<file path="src/rtl/core/mppt_pkg.sv">
// ----------------------------------------------------------------------------
// mppt_pkg
// Shared types, constants and helpers for the mouse packet position tracker.
// ----------------------------------------------------------------------------
package mppt_pkg;

  // Field and register widths
  localparam int unsigned BYTE_W   = 8;
  localparam int unsigned POS_W    = 12;
  localparam int unsigned SIZE_W   = 13;
  localparam int unsigned MARGIN_W = 7;

  // Defaults
  localparam int unsigned CURSOR_MARGIN = 16;
  localparam int unsigned QUEUE_DEPTH   = 2;
  localparam logic [SIZE_W-1:0] RESET_WIDTH  = 13'd640;
  localparam logic [SIZE_W-1:0] RESET_HEIGHT = 13'd480;

  // Header byte bits
  localparam int unsigned HDR_SYNC_BIT = 3;
  localparam int unsigned HDR_LEFT_BIT = 0;

  // Configuration register indexes
  typedef enum logic [0:0] {
    REG_SCREEN_WIDTH  = 1'b0,
    REG_SCREEN_HEIGHT = 1'b1
  } reg_idx_e;

  // Framer phase, one-hot
  typedef enum logic [2:0] {
    PH_HEADER = 3'b001,
    PH_DX     = 3'b010,
    PH_DY     = 3'b100
  } phase_e;

  // One framed packet, handed from the framer to the update stage
  typedef struct packed {
    logic              left;
    logic [BYTE_W-1:0] dx;
    logic [BYTE_W-1:0] dy;
  } pkt_t;

  // One result transaction
  typedef struct packed {
    logic [POS_W-1:0] x;
    logic [POS_W-1:0] y;
    logic             left;
  } res_t;

  // Upper cursor limit: size minus margin, saturated to 0 .. 4095
  function automatic logic [POS_W-1:0] limit_from_size(
    input logic [SIZE_W-1:0]   size,
    input logic [MARGIN_W-1:0] margin
  );
    logic [SIZE_W:0] diff;
    logic [POS_W-1:0] lim;
    diff = {1'b0, size} - {{(SIZE_W+1-MARGIN_W){1'b0}}, margin};
    if (diff[SIZE_W]) begin
      lim = '0;
    end else if (diff[SIZE_W-1]) begin
      lim = '1;
    end else begin
      lim = diff[POS_W-1:0];
    end
    return lim;
  endfunction

endpackage

</file>
<file path="src/rtl/core/mppt_fifo.sv">
// ----------------------------------------------------------------------------
// mppt_fifo
// Small register-based queue with push/full and pop/empty sides.
// ----------------------------------------------------------------------------
module mppt_fifo #(
  parameter int unsigned Width = 8,
  parameter int unsigned Depth = 2
) (
  input  logic             clk_i,
  input  logic             rst_ni,
  input  logic             push_i,
  input  logic [Width-1:0] data_i,
  output logic             full_o,
  input  logic             pop_i,
  output logic [Width-1:0] data_o,
  output logic             empty_o
);

  localparam int unsigned PtrW = (Depth > 1) ? $clog2(Depth) : 1;
  localparam int unsigned CntW = $clog2(Depth + 1);
  localparam logic [PtrW-1:0] LastPtr = PtrW'(Depth - 1);
  localparam logic [CntW-1:0] FullCnt = CntW'(Depth);

  logic [Width-1:0] mem_q [Depth];
  logic [PtrW-1:0]  wr_ptr_q, wr_ptr_d;
  logic [PtrW-1:0]  rd_ptr_q, rd_ptr_d;
  logic [CntW-1:0]  cnt_q, cnt_d;
  logic             do_push, do_pop;

  assign full_o  = (cnt_q == FullCnt);
  assign empty_o = (cnt_q == '0);
  assign do_push = push_i & ~full_o;
  assign do_pop  = pop_i & ~empty_o;
  assign data_o  = mem_q[rd_ptr_q];

  // Pointer and fill count update
  always_comb begin
    wr_ptr_d = wr_ptr_q;
    rd_ptr_d = rd_ptr_q;
    cnt_d    = cnt_q;
    if (do_push) begin
      wr_ptr_d = (wr_ptr_q == LastPtr) ? '0 : wr_ptr_q + 1'b1;
    end
    if (do_pop) begin
      rd_ptr_d = (rd_ptr_q == LastPtr) ? '0 : rd_ptr_q + 1'b1;
    end
    if (do_push && !do_pop) begin
      cnt_d = cnt_q + 1'b1;
    end else if (do_pop && !do_push) begin
      cnt_d = cnt_q - 1'b1;
    end
  end

  always_ff @(posedge clk_i or negedge rst_ni) begin
    if (!rst_ni) begin
      wr_ptr_q <= '0;
      rd_ptr_q <= '0;
      cnt_q    <= '0;
    end else begin
      wr_ptr_q <= wr_ptr_d;
      rd_ptr_q <= rd_ptr_d;
      cnt_q    <= cnt_d;
    end
  end

  // Entry storage, no reset
  always_ff @(posedge clk_i) begin
    if (do_push) begin
      mem_q[wr_ptr_q] <= data_i;
    end
  end

endmodule

</file>
<file path="src/rtl/core/mppt_framer.sv">
// ----------------------------------------------------------------------------
// mppt_framer
// Front end: frames received bytes into header / dx / dy packets and
// resynchronises on the header sync bit.
// ----------------------------------------------------------------------------
module mppt_framer (
  input  logic                        clk_i,
  input  logic                        rst_ni,
  input  logic                        byte_valid_i,
  input  logic [mppt_pkg::BYTE_W-1:0] byte_i,
  output logic                        pkt_valid_o,
  output mppt_pkg::pkt_t              pkt_o
);

  mppt_pkg::phase_e phase_q, phase_d;
  logic [mppt_pkg::BYTE_W-1:0] hdr_q, hdr_d;
  logic [mppt_pkg::BYTE_W-1:0] dx_q, dx_d;

  // Phase sequencing; a header without the sync bit is dropped
  always_comb begin
    phase_d     = phase_q;
    hdr_d       = hdr_q;
    dx_d        = dx_q;
    pkt_valid_o = 1'b0;
    if (byte_valid_i) begin
      case (phase_q)
        mppt_pkg::PH_HEADER: begin
          if (byte_i[mppt_pkg::HDR_SYNC_BIT]) begin
            hdr_d   = byte_i;
            phase_d = mppt_pkg::PH_DX;
          end
        end
        mppt_pkg::PH_DX: begin
          dx_d    = byte_i;
          phase_d = mppt_pkg::PH_DY;
        end
        default: begin
          pkt_valid_o = 1'b1;
          phase_d     = mppt_pkg::PH_HEADER;
        end
      endcase
    end
  end

  assign pkt_o.left = hdr_q[mppt_pkg::HDR_LEFT_BIT];
  assign pkt_o.dx   = dx_q;
  assign pkt_o.dy   = byte_i;

  always_ff @(posedge clk_i or negedge rst_ni) begin
    if (!rst_ni) begin
      phase_q <= mppt_pkg::PH_HEADER;
      hdr_q   <= '0;
      dx_q    <= '0;
    end else begin
      phase_q <= phase_d;
      hdr_q   <= hdr_d;
      dx_q    <= dx_d;
    end
  end

endmodule

</file>
<file path="src/rtl/core/mppt_update.sv">
// ----------------------------------------------------------------------------
// mppt_update
// Back end: applies a packet's deltas to the cursor position and clamps
// each coordinate to its limit.
// ----------------------------------------------------------------------------
module mppt_update (
  input  logic                       clk_i,
  input  logic                       rst_ni,
  input  logic                       pkt_valid_i,
  input  mppt_pkg::pkt_t             pkt_i,
  output logic                       pkt_pop_o,
  input  logic [mppt_pkg::POS_W-1:0] lim_x_i,
  input  logic [mppt_pkg::POS_W-1:0] lim_y_i,
  input  logic                       res_full_i,
  output logic                       res_push_o,
  output mppt_pkg::res_t             res_o
);

  localparam int unsigned SumW = mppt_pkg::POS_W + 2;
  localparam int unsigned ExtW = SumW - mppt_pkg::BYTE_W;

  logic [mppt_pkg::POS_W-1:0] pos_x_q, pos_x_d;
  logic [mppt_pkg::POS_W-1:0] pos_y_q, pos_y_d;
  logic [SumW-1:0] dx_ext, dy_ext, sum_x, sum_y;

  // One packet a cycle while the result queue has room
  assign pkt_pop_o  = pkt_valid_i & ~res_full_i;
  assign res_push_o = pkt_pop_o;

  // Signed sums; y grows downward
  assign dx_ext = {{ExtW{pkt_i.dx[mppt_pkg::BYTE_W-1]}}, pkt_i.dx};
  assign dy_ext = {{ExtW{pkt_i.dy[mppt_pkg::BYTE_W-1]}}, pkt_i.dy};
  assign sum_x  = {2'b00, pos_x_q} + dx_ext;
  assign sum_y  = {2'b00, pos_y_q} - dy_ext;

  // Clamp to 0 .. limit
  always_comb begin
    if (sum_x[SumW-1]) begin
      pos_x_d = '0;
    end else if (sum_x[SumW-2:0] > {1'b0, lim_x_i}) begin
      pos_x_d = lim_x_i;
    end else begin
      pos_x_d = sum_x[mppt_pkg::POS_W-1:0];
    end
    if (sum_y[SumW-1]) begin
      pos_y_d = '0;
    end else if (sum_y[SumW-2:0] > {1'b0, lim_y_i}) begin
      pos_y_d = lim_y_i;
    end else begin
      pos_y_d = sum_y[mppt_pkg::POS_W-1:0];
    end
  end

  assign res_o.x    = pos_x_d;
  assign res_o.y    = pos_y_d;
  assign res_o.left = pkt_i.left;

  always_ff @(posedge clk_i or negedge rst_ni) begin
    if (!rst_ni) begin
      pos_x_q <= '0;
      pos_y_q <= '0;
    end else if (pkt_pop_o) begin
      pos_x_q <= pos_x_d;
      pos_y_q <= pos_y_d;
    end
  end

endmodule

</file>
<file path="src/rtl/core/mouse_packet_position_tracker_unit.sv">
// ----------------------------------------------------------------------------
// mouse_packet_position_tracker_unit
// Frames mouse bytes into packets and tracks a clamped cursor position.
// ----------------------------------------------------------------------------
// Channel  | Handshake          | Payload
// ---------+--------------------+--------------------------------------------
// input    | push / full        | rx_byte_i
// result   | empty / pop        | cursor_x_o, cursor_y_o, left_pressed_o
// config   | cfg_we_i           | cfg_index_i, cfg_data_i
//
// One byte is taken every cycle while full is low. The framer writes a packet
// into a two-entry queue on the third byte; the update stage takes one packet
// a cycle while the result queue has room and writes a two-entry result
// queue. The limits are worked out at config write time.
// Reset leaves the cursor at 0,0 with a 640 x 480 screen; full rises only when
// the packet queue is full, and empty stays low while results wait.
// ----------------------------------------------------------------------------
module mouse_packet_position_tracker_unit #(
  parameter int unsigned CursorMargin = mppt_pkg::CURSOR_MARGIN,
  parameter int unsigned QueueDepth   = mppt_pkg::QUEUE_DEPTH
) (
  input  logic                        clk_i,
  input  logic                        rst_ni,
  // Byte input
  input  logic                        push,
  output logic                        full,
  input  logic [mppt_pkg::BYTE_W-1:0] rx_byte_i,
  // Results
  output logic                        empty,
  input  logic                        pop,
  output logic [mppt_pkg::POS_W-1:0]  cursor_x_o,
  output logic [mppt_pkg::POS_W-1:0]  cursor_y_o,
  output logic                        left_pressed_o,
  // Configuration
  input  logic                        cfg_we_i,
  input  mppt_pkg::reg_idx_e          cfg_index_i,
  input  logic [mppt_pkg::SIZE_W-1:0] cfg_data_i
);

  localparam logic [mppt_pkg::MARGIN_W-1:0] Margin = mppt_pkg::MARGIN_W'(CursorMargin);
  localparam int unsigned PktW = $bits(mppt_pkg::pkt_t);
  localparam int unsigned ResW = $bits(mppt_pkg::res_t);

  logic [mppt_pkg::POS_W-1:0] lim_x_q, lim_y_q;
  logic                       byte_acc;
  logic                       fr_valid;
  mppt_pkg::pkt_t             fr_pkt, pq_pkt;
  logic                       pq_full, pq_empty, pq_pop;
  logic                       rq_push, rq_full;
  mppt_pkg::res_t             up_res, rq_res;

  // Limits, stored already reduced by the margin
  always_ff @(posedge clk_i or negedge rst_ni) begin
    if (!rst_ni) begin
      lim_x_q <= mppt_pkg::limit_from_size(mppt_pkg::RESET_WIDTH, Margin);
      lim_y_q <= mppt_pkg::limit_from_size(mppt_pkg::RESET_HEIGHT, Margin);
    end else if (cfg_we_i) begin
      case (cfg_index_i)
        mppt_pkg::REG_SCREEN_WIDTH: begin
          lim_x_q <= mppt_pkg::limit_from_size(cfg_data_i, Margin);
        end
        mppt_pkg::REG_SCREEN_HEIGHT: begin
          lim_y_q <= mppt_pkg::limit_from_size(cfg_data_i, Margin);
        end
        default: begin
        end
      endcase
    end
  end

  // Front: byte framing
  assign full     = pq_full;
  assign byte_acc = push & ~pq_full;

  mppt_framer u_framer (
    .clk_i        (clk_i),
    .rst_ni       (rst_ni),
    .byte_valid_i (byte_acc),
    .byte_i       (rx_byte_i),
    .pkt_valid_o  (fr_valid),
    .pkt_o        (fr_pkt)
  );

  // Packet queue between front and back
  mppt_fifo #(
    .Width (PktW),
    .Depth (QueueDepth)
  ) u_pkt_queue (
    .clk_i   (clk_i),
    .rst_ni  (rst_ni),
    .push_i  (fr_valid),
    .data_i  (fr_pkt),
    .full_o  (pq_full),
    .pop_i   (pq_pop),
    .data_o  (pq_pkt),
    .empty_o (pq_empty)
  );

  // Back: position update
  mppt_update u_update (
    .clk_i       (clk_i),
    .rst_ni      (rst_ni),
    .pkt_valid_i (~pq_empty),
    .pkt_i       (pq_pkt),
    .pkt_pop_o   (pq_pop),
    .lim_x_i     (lim_x_q),
    .lim_y_i     (lim_y_q),
    .res_full_i  (rq_full),
    .res_push_o  (rq_push),
    .res_o       (up_res)
  );

  // Result queue
  mppt_fifo #(
    .Width (ResW),
    .Depth (QueueDepth)
  ) u_res_queue (
    .clk_i   (clk_i),
    .rst_ni  (rst_ni),
    .push_i  (rq_push),
    .data_i  (up_res),
    .full_o  (rq_full),
    .pop_i   (pop),
    .data_o  (rq_res),
    .empty_o (empty)
  );

  assign cursor_x_o     = rq_res.x;
  assign cursor_y_o     = rq_res.y;
  assign left_pressed_o = rq_res.left;

endmodule

</file>
<file path="config.mk">
export PLATFORM = sky130hd
export DESIGN_NAME = mouse_packet_position_tracker_unit
export DESIGN_NICKNAME = d
export VERILOG_FILES = /design/src/rtl/core/mppt_pkg.sv /design/src/rtl/core/mppt_fifo.sv /design/src/rtl/core/mppt_framer.sv /design/src/rtl/core/mppt_update.sv /design/src/rtl/core/mouse_packet_position_tracker_unit.sv
export SDC_FILE = /design/constraint.sdc
export NUM_CORES = 1
export LEC_CHECK = 0
export BUFFER_PORTS_ARGS = -buffer_cell sky130_fd_sc_hd__buf_2
export CORE_MARGIN = 2
export CORE_UTILIZATION = 50
export DETAILED_ROUTE_END_ITERATION = 10
export HOLD_SLACK_MARGIN = 0.12
export PLACE_DENSITY = 0.69
export SLEW_MARGIN = 20
export SYNTH_ARGS = -nofsm -noshare
export SYNTH_HDL_FRONTEND = slang
export SYNTH_SLANG_ARGS = --single-unit
</file>
<file path="constraint.sdc">
create_clock -name clk_i -period 6.15 [get_ports clk_i]
set_clock_uncertainty 0.1 [all_clocks]
set_input_delay 0.615 -clock clk_i [delete_from_list [all_inputs] [get_ports clk_i]]
set_output_delay 0.615 -clock clk_i [all_outputs]
set_load 0.03 [all_outputs]
</file>
==> out/qor_table.md <==
| Stage | Parameter | Value |
|:---|:---|:---|
| status | Outcome | finished clean |
| routing | Routed len/inst | 18.22 um |
| yosys | Fraction of the mapped netlist area in adder cells | 8.074% |
| worst setup path | Critical-path maximum fanout | 14 |
| global route | Global-route wire length before repair | 32090 um |
| floorplan | Cell row count | 48 |
| clock network | Buffers inserted during post-CTS setup optimization | 0 |
| worst setup path | Type of the worst setup path | register to register |
| global route | Maximum number of pins on one net before global-route repair | 69 |
| final layout | Antenna cells | 0 |
| final layout | Area of all placed cells without fillers | 0.009783 mm2 |
| timing | Hold slack final | 299.4 ps |
| clock network | Sink count of the clock tree | 152 |
| final layout | Fill count | 1514 |
| yosys | Post-Synth Simple-Gate Area | 11.49% |
| yosys | Most used standard cells in the synthesized netlist | sky130_fd_sc_hd__edfxtp_1, sky130_fd_sc_hd__nand2_1, sky130_fd_sc_hd__dfrtp_1 |
| clock network | H-tree depth reported by CTS | 4 |
| routing | DRC violations left | 0 |
| global route | Vias in the first global route | 5962 |
| placed design | Standard cell area after detailed placement | 0.009195 mm2 |
| yosys | Area share of the largest cell type after synthesis | 28.96% |
| timing | Total Neg Setup Slack | 0 ps |
| timing | Worst-Margin Slew | 1016 ps |
| global route | Antenna violations before repair | 0 |
| yosys | Mapped Nets | 884 |
| yosys | Parity-gate share of the synthesized area counting xor and xnor cells | 3.591% |
| global route | Global-route usage over all layers | 22.86% |
| clock network | Maximum number of buffers from clock root to sink | 2 |
| placed design | Quantity of I/O buffers inserted on ports | 53 |
| yosys | Mux contribution to synthesized area | 6.651% |
| global route | Total congestion overflow after global routing | 0 |
| min path | Classification of the worst-slack hold path | input port to asynchronous set/reset pin |
| timing | Crit path time final | 5083 ps |
| timing | Worst relative slew slack | 32.21% |
| floorplan | Starting utilization of the core area | 50.71% |
| final layout | Total Nets Final | 932 |
| yosys | Number of cells produced by synthesis | 802 |
| worst setup path | Critical path arrival | 5140 ps |
| yosys | Dominant cells by area after synthesis | sky130_fd_sc_hd__edfxtp_1, sky130_fd_sc_hd__dfrtp_1, sky130_fd_sc_hd__ha_1 |
| floorplan | Horiz. Die Dim | 136.0 um |
| worst setup path | Register-to-Register Setup Slack | 1070 ps |
| timing | Number of failing hold endpoints at the final stage | 0 |
| run | Max-Cap Viols | 0 |
| yosys | Share of the yosys chip area belonging to registers | 48.63% |
| placed design | Gp weighted congestion | 0.9030 |
| clock network | Clock tree from TritonCTS | built |
| yosys | Synthesized area per cell | 10.86 um2 |
| routing | Post-route antenna net violation count | 0 |
| clock network | Post-CTS resize count | 0 |
| placed design | Placed wire-length estimate | 14290 um |
| yosys | Number of enable-type register cells in the synthesized netlist | 84 |
| clock network | Cell at the root of the clock tree | sky130_fd_sc_hd__clkbuf_16 |
| final layout | Area growth, synth to finish | 12.33% |
| routing | Aggregate routed wire length | 19830 um |
| floorplan | Height of the die | 136.0 um |
| yosys | Most frequently used cell type in the post-synthesis netlist | sky130_fd_sc_hd__edfxtp_1 |
| timing | Maximum clock rate | 0.1967 GHz |
| routing | Average via count per standard cell | 5.853 |
| yosys | Dominant combinational cell family by area after synthesis | compound AO/OA/AOI/OAI gates |
| worst setup path | Depth of the worst register-to-register path | 19 |
| floorplan | Overall die area | 0.01849 mm2 |
| routing | DRT Pass-1 Iters | 7 |
| routing | Count of routing violations after the opening detailed-route iteration | 576 |
| yosys | Flip-flop cell with the highest count after synthesis | sky130_fd_sc_hd__edfxtp_1 |
| routing | Total via count after detailed routing | 6368 |
| yosys | Synth Area in Compound Gates | 17.44% |
| worst setup path | Launch instance of the worst register-to-register path | u_pkt_queue.rd_ptr_q |
| worst setup path | Critical Path Start Type | register |
| clock network | Source-to-sink clock delay at the later pin of the worst-skew pair | 420 ps |
| timing | RSZ-0062 raised after global routing | false |
| timing | Final number of setup-violating endpoints | 0 |
| clock network | Quantity of hold-fixing buffers added after cts | 0 |
| floorplan | Io pins | 54 |
| floorplan | Total core area | 0.01718 mm2 |
| yosys | Leading area contributor after synthesis | sky130_fd_sc_hd__edfxtp_1 |
| clock network | Number of buffers inserted during clock tree synthesis | 17 |
| final layout | Fraction of layout instances using a drive strength above 1 | 20.28% |
| yosys | Number of library cell types mapped by synthesis | 74 |
| yosys | FFs w/ async S/R, synth | 44.74% |
| clock network | Worst-path clk slew | 60 ps |
| timing | Ratio of final minimum period to clock period | 82.65% |
| worst setup path | Crit path capture type | register |
| yosys | Post-Syn Area | 0.008710 mm2 |
| worst setup path | Required time of the critical path | 6210 ps |
| timing | Number of pins exceeding their max-slew limit in the final report | 0 |
| yosys | FF+latch count, synth | 152 |
| worst setup path | Endpoint of the worst register-to-register path | u_res_queue.mem_q[0][6] |
| yosys | Warnings, synthesis | 0 |
sequential cells by signal, indices dropped and copies added (netlist names):
register	count
lim_x_q	12
lim_y_q	12
u_framer.dx_q	8
u_framer.hdr_q	1
u_framer.phase_q	3
u_pkt_queue.cnt_q	2
u_pkt_queue.mem_q	34
u_pkt_queue.rd_ptr_q	1
u_pkt_queue.wr_ptr_q	1
u_res_queue.cnt_q	2
u_res_queue.mem_q	50
u_res_queue.rd_ptr_q	1
u_res_queue.wr_ptr_q	1
u_update.pos_x_q	12
u_update.pos_y_q	12
cells in the final DEF, fill, tap and decap left out, types with 21 or more instances in the layout:
cell,instances
sky130_fd_sc_hd__edfxtp_1,84
sky130_fd_sc_hd__nand2_1,68
sky130_fd_sc_hd__o21ai_0,58
sky130_fd_sc_hd__dfrtp_1,58
sky130_fd_sc_hd__inv_1,56
sky130_fd_sc_hd__ha_1,53
sky130_fd_sc_hd__buf_2,53
sky130_fd_sc_hd__mux2_2,43
sky130_fd_sc_hd__a21oi_1,38
sky130_fd_sc_hd__nor2_1,34
sky130_fd_sc_hd__nand3_1,33
sky130_fd_sc_hd__xnor2_1,21
sky130_fd_sc_hd__o2111ai_1,21
critical path: stages, from the launching register on:
cell	delay (ps)
sky130_fd_sc_hd__dfrtp_1	490
sky130_fd_sc_hd__buf_4	280
sky130_fd_sc_hd__mux2_2	370
sky130_fd_sc_hd__ha_1	210
sky130_fd_sc_hd__fa_1	430
sky130_fd_sc_hd__nor2b_4	160
sky130_fd_sc_hd__o31a_1	240
sky130_fd_sc_hd__o21a_1	170
sky130_fd_sc_hd__a21oi_1	80
sky130_fd_sc_hd__xor2_1	220
sky130_fd_sc_hd__inv_1	70
sky130_fd_sc_hd__ha_1	310
sky130_fd_sc_hd__a21oi_1	160
sky130_fd_sc_hd__a21oi_1	80
sky130_fd_sc_hd__a211oi_1	360
sky130_fd_sc_hd__a21oi_1	110
sky130_fd_sc_hd__buf_4	230
sky130_fd_sc_hd__a221o_1	360
sky130_fd_sc_hd__a31oi_1	260
sky130_fd_sc_hd__nor2_1	110
how the worst max path moves through the flow:
stage / from / end / cells after the start
floorplan: u_pkt_queue.rd_ptr_q / u_res_queue.mem_q[0][10] / 20
global placement: u_pkt_queue.rd_ptr_q / u_res_queue.mem_q[0][6] / 19
detailed placement: u_pkt_queue.rd_ptr_q / u_res_queue.mem_q[1][6] / 19
CTS: u_pkt_queue.rd_ptr_q / u_res_queue.mem_q[0][6] / 19
global route: u_pkt_queue.rd_ptr_q / u_res_queue.mem_q[1][6] / 19
finish: u_pkt_queue.rd_ptr_q / u_res_queue.mem_q[0][6] / 19
layer usage:
metal | wire, um | track usage, % | up-vias
met5 | 0 | 0 | -
met2 | 8874 | 34.43 | 207
li1 | - | - | 3082
met1 | 9205 | 32.66 | 3042
met4 | 614 | 9.375 | 0
met3 | 1132 | 4.251 | 37
stage by stage:
| stage | instances | setup slack (ps) | util, % |
|---|---|---|---|
| after floorplan | 802 | 1579 | - |
| after global placement | 1056 | 1209 | 53.53 |
| after detailed placement | 1056 | 1120 | 53.53 |
| after CTS | 1088 | 1081 | 56.95 |
| after global routing | 1088 | 699.7 | 56.96 |
| final | 1088 | 1067 | 56.96 |
layout make-up:
type	instances	area, um2	area share [%]
well taps	225	281.5	2.878
flip-flops and latches	152	4237	43.30
clock inverters	12	150.1	1.535
multi-input cells	559	4124	42.15
clock buffers	20	436.7	4.463
inverters	57	214.0	2.187
repair buffers	63	340.3	3.479
logic make-up (layout without fill, tap and decap cells):
| group | after synthesis | count (layout) |
|---|---|---|
| AO/OA/AOI/OAI | 211 | 211 |
| AND/OR/NAND/NOR | 207 | 207 |
| flip-flops | 152 | 152 |
| buffers and inverters | 91 | 152 |
| adder cells (fa/ha/maj) | 55 | 55 |
| multiplexers | 52 | 52 |
| XOR/XNOR | 34 | 34 |
Power is not shown: default switching activity piles up to over one toggle a cycle in this logic, so the estimate is an artifact.
